--- config.mk ---
export PLATFORM = sky130hd
export DESIGN_NAME = chunky_to_planar_packer
export DESIGN_NICKNAME = d
export VERILOG_FILES = /design/src/rtl/ctp_pkg.sv /design/src/rtl/ctp_front.sv /design/src/rtl/ctp_queue.sv /design/src/rtl/ctp_back.sv /design/src/rtl/chunky_to_planar_packer.sv
export SDC_FILE = /design/constraint.sdc
export NUM_CORES = 2
export LEC_CHECK = 0
export ABC_AREA = 0
export BUFFER_PORTS_ARGS = -buffer_cell sky130_fd_sc_hd__buf_2
export CAP_MARGIN = 20
export CELL_PAD_IN_SITES_DETAIL_PLACEMENT = 1
export CELL_PAD_IN_SITES_GLOBAL_PLACEMENT = 1
export CORE_ASPECT_RATIO = 0.5
export CORE_MARGIN = 5
export CORE_UTILIZATION = 50
export CTS_BUF_LIST = sky130_fd_sc_hd__clkbuf_4 sky130_fd_sc_hd__clkbuf_8 sky130_fd_sc_hd__clkbuf_16
export DETAILED_ROUTE_END_ITERATION = 12
export GPL_ROUTABILITY_DRIVEN = 0
export PLACE_DENSITY_LB_ADDON = 0.15
export SYNTH_ARGS = -nofsm -noshare
export SYNTH_HDL_FRONTEND = slang
export SYNTH_SLANG_ARGS = --single-unit
--- constraint.sdc ---
create_clock -name clk -period 6 [get_ports clk]
set_input_delay 0.6 -clock clk [delete_from_list [all_inputs] [get_ports clk]]
set_output_delay 0.6 -clock clk [all_outputs]
set_load 0.05 [all_outputs]
--- src/rtl/ctp_pkg.sv ---
// Shared types and constants of the chunky-to-planar packer.
package ctp_pkg;

  // Hardware plane lanes carried between the front and back parts.
  localparam int HW_PLANES   = 8;
  localparam int ADDR_W      = 24;
  localparam int QUEUE_DEPTH = 4;
  localparam int CFG_DATA_W  = 13;

  // Input action codes.
  localparam logic ACT_LOAD  = 1'b0;
  localparam logic ACT_PIXEL = 1'b1;

  // Configuration register indexes.
  localparam logic CFG_PLANE_COUNT = 1'b0;
  localparam logic CFG_IMAGE_WIDTH = 1'b1;

  // One input request.
  typedef struct packed {
    logic       action;
    logic [7:0] pixel_code;
    logic [7:0] palette_slot;
  } in_item_t;

  // One result request.
  typedef struct packed {
    logic [2:0]        plane_index;
    logic [ADDR_W-1:0] byte_address;
    logic [7:0]        plane_byte;
    logic              bad_pixel;
    logic              last;
  } out_item_t;

  // One emission job: a byte for every plane, plus an optional padding group.
  typedef struct packed {
    logic [HW_PLANES-1:0][7:0] bytes;
    logic                      bad;
    logic [3:0]                planes;
    logic [ADDR_W-1:0]         addr;
    logic                      pad;
    logic [ADDR_W-1:0]         pad_addr;
  } job_t;

endpackage

--- src/rtl/ctp_front.sv ---
// Front part: configuration, code table lookup, plane shifting and job creation.
module ctp_front
  import ctp_pkg::*;
#(
  parameter int MAX_PLANES  = 8,
  parameter int MAX_WIDTH   = 4096,
  parameter int PLANE_BYTES = 16777216
) (
  input  logic                  clk,
  input  logic                  rst_n,
  input  logic                  in_valid,
  output logic                  in_stall,
  input  in_item_t              in_data,
  input  logic                  cfg_we,
  input  logic                  cfg_addr,
  input  logic [CFG_DATA_W-1:0] cfg_wdata,
  input  logic                  q_full,
  output logic                  q_push,
  output job_t                  q_job
);

  localparam int CW = $clog2(MAX_WIDTH + 1);
  localparam logic [ADDR_W:0] PB = (ADDR_W + 1)'(PLANE_BYTES);

  logic [3:0]            plane_count_r;
  logic [CFG_DATA_W-1:0] image_width_r;

  logic [7:0]   slot_mem [256];
  logic [255:0] entry_valid_r;
  logic [7:0]   slot_rd_r;
  logic         hit_r;
  logic         s1_valid_r, s1_valid_nxt;

  logic [7:0]        shift_r   [MAX_PLANES];
  logic [7:0]        shift_upd [MAX_PLANES];
  logic [7:0]        shift_nxt [MAX_PLANES];
  logic [CW-1:0]     col_r, col_nxt, col_inc, eff_w;
  logic [ADDR_W-1:0] off_r, off_nxt, off1, off2;
  logic              bad_r, bad_nxt, bad_upd;

  logic              in_accept, s1_go, row_end, emit, pad;
  logic [7:0]        slot;
  logic [2:0]        fill, sh;
  logic [3:0]        eff_n;
  logic [16:0]       w_ext;
  logic [ADDR_W:0]   off_p1, off_p2;
  logic [HW_PLANES-1:0][7:0] job_bytes;

  // Configuration writes.
  always_ff @(posedge clk) begin
    if (!rst_n) begin
      plane_count_r <= 4'd1;
      image_width_r <= CFG_DATA_W'(1);
    end else if (cfg_we) begin
      unique case (cfg_addr)
        CFG_PLANE_COUNT: plane_count_r <= cfg_wdata[3:0];
        CFG_IMAGE_WIDTH: image_width_r <= cfg_wdata;
        default: ;
      endcase
    end
  end

  // The pixel stage holds until the job queue has room.
  assign in_stall  = s1_valid_r && q_full;
  assign in_accept = in_valid && !in_stall;
  assign s1_go     = s1_valid_r && !q_full;

  // Code table: a load writes the entry, a pixel reads it.
  always_ff @(posedge clk) begin
    if (in_accept && in_data.action == ACT_LOAD) begin
      slot_mem[in_data.pixel_code] <= in_data.palette_slot;
    end
  end

  always_ff @(posedge clk) begin
    if (in_accept) begin
      slot_rd_r <= slot_mem[in_data.pixel_code];
      hit_r     <= entry_valid_r[in_data.pixel_code];
    end
  end

  // Entry valid bits, cleared by reset.
  always_ff @(posedge clk) begin
    if (!rst_n) begin
      entry_valid_r <= '0;
    end else if (in_accept && in_data.action == ACT_LOAD) begin
      entry_valid_r[in_data.pixel_code] <= 1'b1;
    end
  end

  // Effective register values after clamping.
  always_comb begin
    w_ext = {4'd0, image_width_r};
    if (w_ext == 17'd0) begin
      eff_w = CW'(1);
    end else if (w_ext > 17'(MAX_WIDTH)) begin
      eff_w = CW'(MAX_WIDTH);
    end else begin
      eff_w = CW'(w_ext);
    end
    if (plane_count_r == 4'd0) begin
      eff_n = 4'd1;
    end else if (plane_count_r > 4'(MAX_PLANES)) begin
      eff_n = 4'(MAX_PLANES);
    end else begin
      eff_n = plane_count_r;
    end
  end

  // Pixel stage: shift in the slot bits and decide whether a byte completes.
  always_comb begin
    slot = hit_r ? slot_rd_r : 8'd0;
    for (int p = 0; p < MAX_PLANES; p++) begin
      shift_upd[p] = {shift_r[p][6:0], slot[p]};
    end
    bad_upd = bad_r | !hit_r;
    col_inc = col_r + CW'(1);
    row_end = col_inc >= eff_w;
    fill    = col_inc[2:0];
    emit    = (fill == 3'd0) || row_end;
    // An even byte index at row end means an odd byte count: pad one more.
    pad     = row_end && !col_r[3];
    // Left-align a partial byte; a full byte shifts by zero.
    sh      = 3'(4'd8 - {1'b0, fill});
  end

  // Byte address advance with wrap at the plane size.
  always_comb begin
    off_p1 = {1'b0, off_r} + (ADDR_W + 1)'(1);
    off1   = (off_p1 >= PB) ? '0 : off_p1[ADDR_W-1:0];
    off_p2 = {1'b0, off1} + (ADDR_W + 1)'(1);
    off2   = (off_p2 >= PB) ? '0 : off_p2[ADDR_W-1:0];
  end

  // Plane bytes of the job; unused hardware lanes stay zero.
  for (genvar g = 0; g < HW_PLANES; g++) begin : g_bytes
    if (g < MAX_PLANES) begin : g_used
      assign job_bytes[g] = shift_upd[g] << sh;
    end else begin : g_unused
      assign job_bytes[g] = 8'd0;
    end
  end

  always_comb begin
    q_job.bytes    = job_bytes;
    q_job.bad      = bad_upd;
    q_job.planes   = eff_n;
    q_job.addr     = off_r;
    q_job.pad      = pad;
    q_job.pad_addr = off1;
    q_push         = s1_go && emit;
  end

  // Next state of the pixel stage.
  always_comb begin
    s1_valid_nxt = (in_accept && in_data.action == ACT_PIXEL) || (s1_valid_r && q_full);
    col_nxt      = col_r;
    off_nxt      = off_r;
    bad_nxt      = bad_r;
    for (int p = 0; p < MAX_PLANES; p++) begin
      shift_nxt[p] = shift_r[p];
    end
    if (s1_go) begin
      col_nxt = row_end ? '0 : col_inc;
      bad_nxt = emit ? 1'b0 : bad_upd;
      if (emit) begin
        off_nxt = pad ? off2 : off1;
      end
      for (int p = 0; p < MAX_PLANES; p++) begin
        shift_nxt[p] = emit ? 8'd0 : shift_upd[p];
      end
    end
  end

  always_ff @(posedge clk) begin
    if (!rst_n) begin
      s1_valid_r <= 1'b0;
      col_r      <= '0;
      off_r      <= '0;
      bad_r      <= 1'b0;
      for (int p = 0; p < MAX_PLANES; p++) begin
        shift_r[p] <= 8'd0;
      end
    end else begin
      s1_valid_r <= s1_valid_nxt;
      col_r      <= col_nxt;
      off_r      <= off_nxt;
      bad_r      <= bad_nxt;
      for (int p = 0; p < MAX_PLANES; p++) begin
        shift_r[p] <= shift_nxt[p];
      end
    end
  end

endmodule

--- src/rtl/ctp_queue.sv ---
// Short job queue between the front and back parts.
module ctp_queue
  import ctp_pkg::*;
(
  input  logic clk,
  input  logic rst_n,
  input  logic push,
  input  job_t push_job,
  output logic full,
  output logic not_empty,
  input  logic pop,
  output job_t head
);

  localparam int PW = $clog2(QUEUE_DEPTH);

  job_t          slots_r [QUEUE_DEPTH];
  logic [PW-1:0] wr_ptr_r, wr_ptr_nxt, rd_ptr_r, rd_ptr_nxt;
  logic [PW:0]   count_r, count_nxt;
  logic          do_push, do_pop;

  assign full      = count_r == (PW + 1)'(QUEUE_DEPTH);
  assign not_empty = count_r != '0;
  assign head      = slots_r[rd_ptr_r];
  assign do_push   = push && !full;
  assign do_pop    = pop && not_empty;

  // Pointer and fill count bookkeeping.
  always_comb begin
    wr_ptr_nxt = do_push ? wr_ptr_r + PW'(1) : wr_ptr_r;
    rd_ptr_nxt = do_pop ? rd_ptr_r + PW'(1) : rd_ptr_r;
    count_nxt  = count_r + (PW + 1)'(do_push) - (PW + 1)'(do_pop);
  end

  always_ff @(posedge clk) begin
    if (!rst_n) begin
      wr_ptr_r <= '0;
      rd_ptr_r <= '0;
      count_r  <= '0;
    end else begin
      wr_ptr_r <= wr_ptr_nxt;
      rd_ptr_r <= rd_ptr_nxt;
      count_r  <= count_nxt;
    end
  end

  // Job storage.
  always_ff @(posedge clk) begin
    if (do_push) begin
      slots_r[wr_ptr_r] <= push_job;
    end
  end

endmodule

--- src/rtl/ctp_back.sv ---
// Back part: expands each job into one result per plane, then padding results.
module ctp_back
  import ctp_pkg::*;
(
  input  logic      clk,
  input  logic      rst_n,
  input  logic      q_valid,
  input  job_t      q_head,
  output logic      q_pop,
  output logic      out_valid,
  input  logic      out_stall,
  output out_item_t out_data
);

  job_t      job_r;
  logic      job_v_r, job_v_nxt;
  logic [2:0] cnt_r, cnt_nxt;
  logic      pad_r, pad_nxt;
  logic      out_v_r, out_v_nxt;
  out_item_t out_r;

  logic      fire, plane_end, job_end;
  logic [3:0] n_m1;

  // One result leaves the job each cycle the output register can take it.
  always_comb begin
    fire      = job_v_r && (!out_v_r || !out_stall);
    n_m1      = job_r.planes - 4'd1;
    plane_end = {1'b0, cnt_r} == n_m1;
    job_end   = plane_end && (pad_r || !job_r.pad);
    q_pop     = q_valid && (!job_v_r || (fire && job_end));
  end

  // Job walk: plane group, then padding group when requested.
  always_comb begin
    job_v_nxt = job_v_r;
    cnt_nxt   = cnt_r;
    pad_nxt   = pad_r;
    out_v_nxt = out_v_r && out_stall;
    if (fire) begin
      out_v_nxt = 1'b1;
      if (plane_end) begin
        cnt_nxt = 3'd0;
        if (job_end) begin
          job_v_nxt = 1'b0;
        end else begin
          pad_nxt = 1'b1;
        end
      end else begin
        cnt_nxt = cnt_r + 3'd1;
      end
    end
    if (q_pop) begin
      job_v_nxt = 1'b1;
      cnt_nxt   = 3'd0;
      pad_nxt   = 1'b0;
    end
  end

  always_ff @(posedge clk) begin
    if (!rst_n) begin
      job_v_r <= 1'b0;
      cnt_r   <= 3'd0;
      pad_r   <= 1'b0;
      out_v_r <= 1'b0;
    end else begin
      job_v_r <= job_v_nxt;
      cnt_r   <= cnt_nxt;
      pad_r   <= pad_nxt;
      out_v_r <= out_v_nxt;
    end
  end

  // Job and result payload registers.
  always_ff @(posedge clk) begin
    if (q_pop) begin
      job_r <= q_head;
    end
    if (fire) begin
      out_r.plane_index  <= cnt_r;
      out_r.byte_address <= pad_r ? job_r.pad_addr : job_r.addr;
      out_r.plane_byte   <= pad_r ? 8'd0 : job_r.bytes[cnt_r];
      out_r.bad_pixel    <= pad_r ? 1'b0 : job_r.bad;
      out_r.last         <= job_end;
    end
  end

  assign out_valid = out_v_r;
  assign out_data  = out_r;

endmodule

--- src/rtl/chunky_to_planar_packer.sv ---
// Chunky-to-planar packer top level: front, job queue and back.
//
// Input channel (in_valid, in_stall, in_data): each request either loads one
// code-to-slot table entry or delivers one pixel code. A new request can be
// taken every cycle; in_stall rises only when the pixel stage holds a pixel
// and the four-entry job queue is full.
// Result channel (out_valid, out_stall, out_data): one plane byte per request,
// planes in ascending order, padding bytes after them at a row end with an odd
// byte count; last marks the final byte caused by one pixel.
// Path: pixel stage, job queue, job register, result register. Throughput, while
// neither side stalls: one pixel per cycle in, one result per cycle out. A
// completed byte group of N planes gives N results (2N with padding), so the
// sustained pixel rate is set by the single result register. The user writes
// configuration (cfg_we, cfg_addr, cfg_wdata) only while idle; the block does
// not enforce this. Reset clears the table valid bits, the shift registers, the
// column and address counters and the queue, and sets both registers to one. A
// stalled result holds its payload; the queue fills and then the input stalls.
module chunky_to_planar_packer
  import ctp_pkg::*;
#(
  parameter int MAX_PLANES  = 8,
  parameter int MAX_WIDTH   = 4096,
  parameter int PLANE_BYTES = 16777216
) (
  input  logic                  clk,
  input  logic                  rst_n,
  input  logic                  in_valid,
  output logic                  in_stall,
  input  in_item_t              in_data,
  output logic                  out_valid,
  input  logic                  out_stall,
  output out_item_t             out_data,
  input  logic                  cfg_we,
  input  logic                  cfg_addr,
  input  logic [CFG_DATA_W-1:0] cfg_wdata
);

  logic q_push, q_full, q_not_empty, q_pop;
  job_t q_job, q_head;

  // Classification, table lookup and byte assembly.
  ctp_front #(
    .MAX_PLANES (MAX_PLANES),
    .MAX_WIDTH  (MAX_WIDTH),
    .PLANE_BYTES(PLANE_BYTES)
  ) u_front (
    .clk      (clk),
    .rst_n    (rst_n),
    .in_valid (in_valid),
    .in_stall (in_stall),
    .in_data  (in_data),
    .cfg_we   (cfg_we),
    .cfg_addr (cfg_addr),
    .cfg_wdata(cfg_wdata),
    .q_full   (q_full),
    .q_push   (q_push),
    .q_job    (q_job)
  );

  // Decoupling queue.
  ctp_queue u_queue (
    .clk      (clk),
    .rst_n    (rst_n),
    .push     (q_push),
    .push_job (q_job),
    .full     (q_full),
    .not_empty(q_not_empty),
    .pop      (q_pop),
    .head     (q_head)
  );

  // Result sequencing.
  ctp_back u_back (
    .clk      (clk),
    .rst_n    (rst_n),
    .q_valid  (q_not_empty),
    .q_head   (q_head),
    .q_pop    (q_pop),
    .out_valid(out_valid),
    .out_stall(out_stall),
    .out_data (out_data)
  );

endmodule

==> summary.txt <==
Route
  • Total wire length: 296300 µm
  • Drt pass-1 iters: 5
  • DR WL/cell: 31.67 µm
  • Post-route ant nets: 0
  • DRC viols: 0
  • Vias: 58340
  • Initial DRC count: 6539
  • Post-DR vias/cell: 6.236

Layout
  • Nets: 6065
  • Finished Layout Cells: 9356
  • Fraction of layout cells with a size suffix above 1: 0.2759
  • # diodes: 0
  • Multi-input logic area: 0.02933 mm²
  • Final Util: 0.5642
  • P&R area growth vs syn: 12.05%
  • Register area: 0.08823 mm²
  • # fillers: 20010
  • Fin area: 0.1334 mm²

Clocking
  • Skew-Pair Late Insertion Delay: 0.86 ns
  • Clk buf depth: 4
  • # clock sinks: 3065
  • Num CTS Buffers: 278
  • CTS tree: done
  • H-tree Lvls: 5
  • Worst-path clk slew: 0.07 ns
  • CTS root buf: clkbuf_16

Floorplanning
  • Starting Density: 0.5035
  • # rows: 126
  • # IOs: 75
  • Core Area: 0.2365 mm²
  • Die Wd: 700.1 µm
  • Die Height: 355.1 µm
  • Die area: 0.2486 mm²

Placement
  • Detailed Place HPWL: 181100 µm
  • IO buf count: 74
  • DP Cell Count: 8839
  • Placed instance area: 0.1238 mm²

Timing
  • RSZ-0062 raised after global routing: false
  • Max frequency: 0.2082 GHz
  • Worst Clk Skew: 0.05340 ns
  • Final Hold Viols: 0
  • Max-slew headroom: 0.2024
  • TNS Setup: 0 ns
  • Worst-margin pin slew: 1.192 ns
  • Final setup violation count: 0
  • Period utilization: 0.8005
  • Fin. max-slew vios: 0
  • Crit path time final: 4.803 ns

Status
  • Status: completed

Global route
  • Initial antenna violation count: 16
  • All-Layer GR Usage: 0.2385
  • Remaining Overflow, GRT: 0
  • Largest net degree at the start of global routing: 189
  • First-pass GRT wire length: 436600 µm
  • Vias in the first global route: 61350

Synthesis
  • Post-synth cell types: 74
  • Synth Instances: 5817
  • Dominant cell type by area after synthesis: edfxtp_1
  • Register area share after synthesis: 0.7410
  • Commonest cells in the netlist: edfxtp_1, mux4_2, nor2_1, dfxtp_1, o21a_1
  • Avg Inst Size Synth: 20.47 µm²
  • Syn. warnings: 0
  • Top FF cell, synth: edfxtp_1
  • Share of synthesized flip-flops with an asynchronous set or reset: 0
  • Area contributors post-synth: edfxtp_1, mux4_2, dfxtp_1, o21a_1, nor2_1
  • Syn nets: 5880
  • Post-synth EDFFs: 2684
  • Mapped Area: 0.1191 mm²
  • Yosys top cell area share: 0.6769
  • Top-count cell post-synth: edfxtp_1
  • Synthesis-stage register bit count: 3065

Worst setup path
  • Crit start category: flip-flop
  • Crit-path max FO: 19
  • CP arrival: 5.47 ns
  • Critical Path Max Stage Delay: 0.42 ns
  • Cell family with most CP delay: simple AND/OR/NAND/NOR gates
  • CP bufs+invs: 1
  • CP most frequent cell: and3_1
  • Critical path data required time: 6.66 ns
  • Slowest CP cell: fa_1
  • Worst setup EP type: flip-flop
  • Cell Chain, Critical Path: ha_2 -> and3_1 -> and3_1 -> and3_1 -> and3_1 -> nand3_1 -> xnor2_1 -> ha_1 -> and2_1 -> a221oi_1 -> nor3b_1 -> a21oi_2 -> buf_4 -> o21ba_2 -> ha_1 -> fa_1 -> xnor2_1 -> nor2_1
  • Worst setup path class: reg -> reg

Power
  • Cell Pwr Density: 348.7 mW/mm²
  • Leakage power: 41.97 nW
  • Tot Pwr: 0.04653 W
  • IR drop worst, VDD: 0.2299 mV

Min path
  • Hold Crit Class: in -> reg

Run
  • MaxCap Viol Count: 0
-- placed cells by master, fill, tap and decap left out, types with 61 or more instances in the layout --
cell | Yosys | layout
o21a_1 | 258 | 258
nor2_1 | 436 | 436
a21oi_1 | 75 | 74
mux4_2 | 907 | 907
a22oi_1 | 100 | 100
clkbuf_16 | 0 | 286
dfxtp_1 | 381 | 377
edfxtp_1 | 2684 | 2684
nand2_1 | 139 | 138
buf_2 | 80 | 61
buf_4 | 1 | 140
-- path summary, 6_finish.rpt --
| kind | cells after the start | start | endpoint | slack (ns) |
|---|---|---|---|---|
| max | 18 | u_front.col_r[1] | u_queue.count_r[2] | 1.20 |
| min | 3 | cfg_wdata[10] | u_front.image_width_r[10] | 0.08 |
| max reg2reg | 18 | u_front.col_r[1] | u_queue.count_r[2] | 1.20 |
| min reg2reg | 1 | u_front.entry_valid_r[252] | u_front.entry_valid_r[252] | 0.46 |
-- where the power goes --
| part | internal [W] | total, W | switching, W |
|---|---|---|---|
| combinational | 0.00147 | 0.00384 | 0.00238 |
| sequential | 0.0240 | 0.0242 | 0.000270 |
| clock | 0.0107 | 0.0185 | 0.00780 |
-- cells by family after synthesis --
| group | Yosys count | synth area share |
|---|---|---|
| buffers and inverters | 387 | 0.01321 |
| DFF | 3065 | 0.7410 |
| and+or+nand+nor | 779 | 0.02959 |
| muxes | 976 | 0.1778 |
| AOI/OAI and AO/OA | 526 | 0.03133 |
| adders and majority gates | 27 | 0.002900 |
| xor gates and xnor gates | 57 | 0.004193 |
-- metal layers --
metal	routed length, µm	GRT usage
met1	127400	0.3488
met2	141100	0.3756
met3	19980	0.04261
met4	7838	0.06171
met5	26	0
-- through the flow --
| stage | setup WS, ns | hold slack [ns] |
|---|---|---|
| 4_1_cts | 1.227 | 0.01568 |
| 6_report | 1.197 | 0.08022 |
| 2_1_floorplan | 0.07121 | 0.4313 |
| 3_5_place_dp | 1.239 | 0.4476 |
| 3_3_place_gp | 1.233 | 0.4406 |
| 5_1_grt | 0.8633 | 0.04297 |
-- worst min-delay path: stages --
cell,delay [ns]
buf_2,0.10
nand2_1,0.08
a21oi_1,0.07
-- registers in the layout, summed over array words and instances (netlist names), 2 cells and up --
| signal | cells |
|---|---|
| u_front.slot_mem | 2048 |
| u_queue.slots_r | 472 |
| u_front.entry_valid_r | 256 |
| u_back.job_r | 118 |
| u_front.shift_r | 56 |
| u_back.out_data | 37 |
| u_front.off_r | 24 |
| u_front.col_r | 13 |
| u_front.image_width_r | 13 |
| u_front.slot_rd_r | 8 |
| u_front.plane_count_r | 4 |
| u_back.cnt_r | 3 |
| u_queue.count_r | 3 |
| u_queue.rd_ptr_r | 2 |
| u_queue.wr_ptr_r | 2 |
-- layout make-up --
type / count / area share
Clock buffer: 389 / 0.06159
Sequential cell: 3065 / 0.6613
Multi-Input combinational cell: 2365 / 0.2198
Timing Repair Buffer: 266 / 0.01809
Clock inverter: 109 / 0.009012
Inverter: 26 / 0.0007409
Tap cell: 3136 / 0.02941
-- timing repair --
item | 4_1_cts | 5_1_grt
gates resized for setup | 0 | 0
setup buffers | 0 | 0
hold endpoints to repair | 15 | 0
hold buffers | 13 | 0
Power figures use the tool's default switching activity.
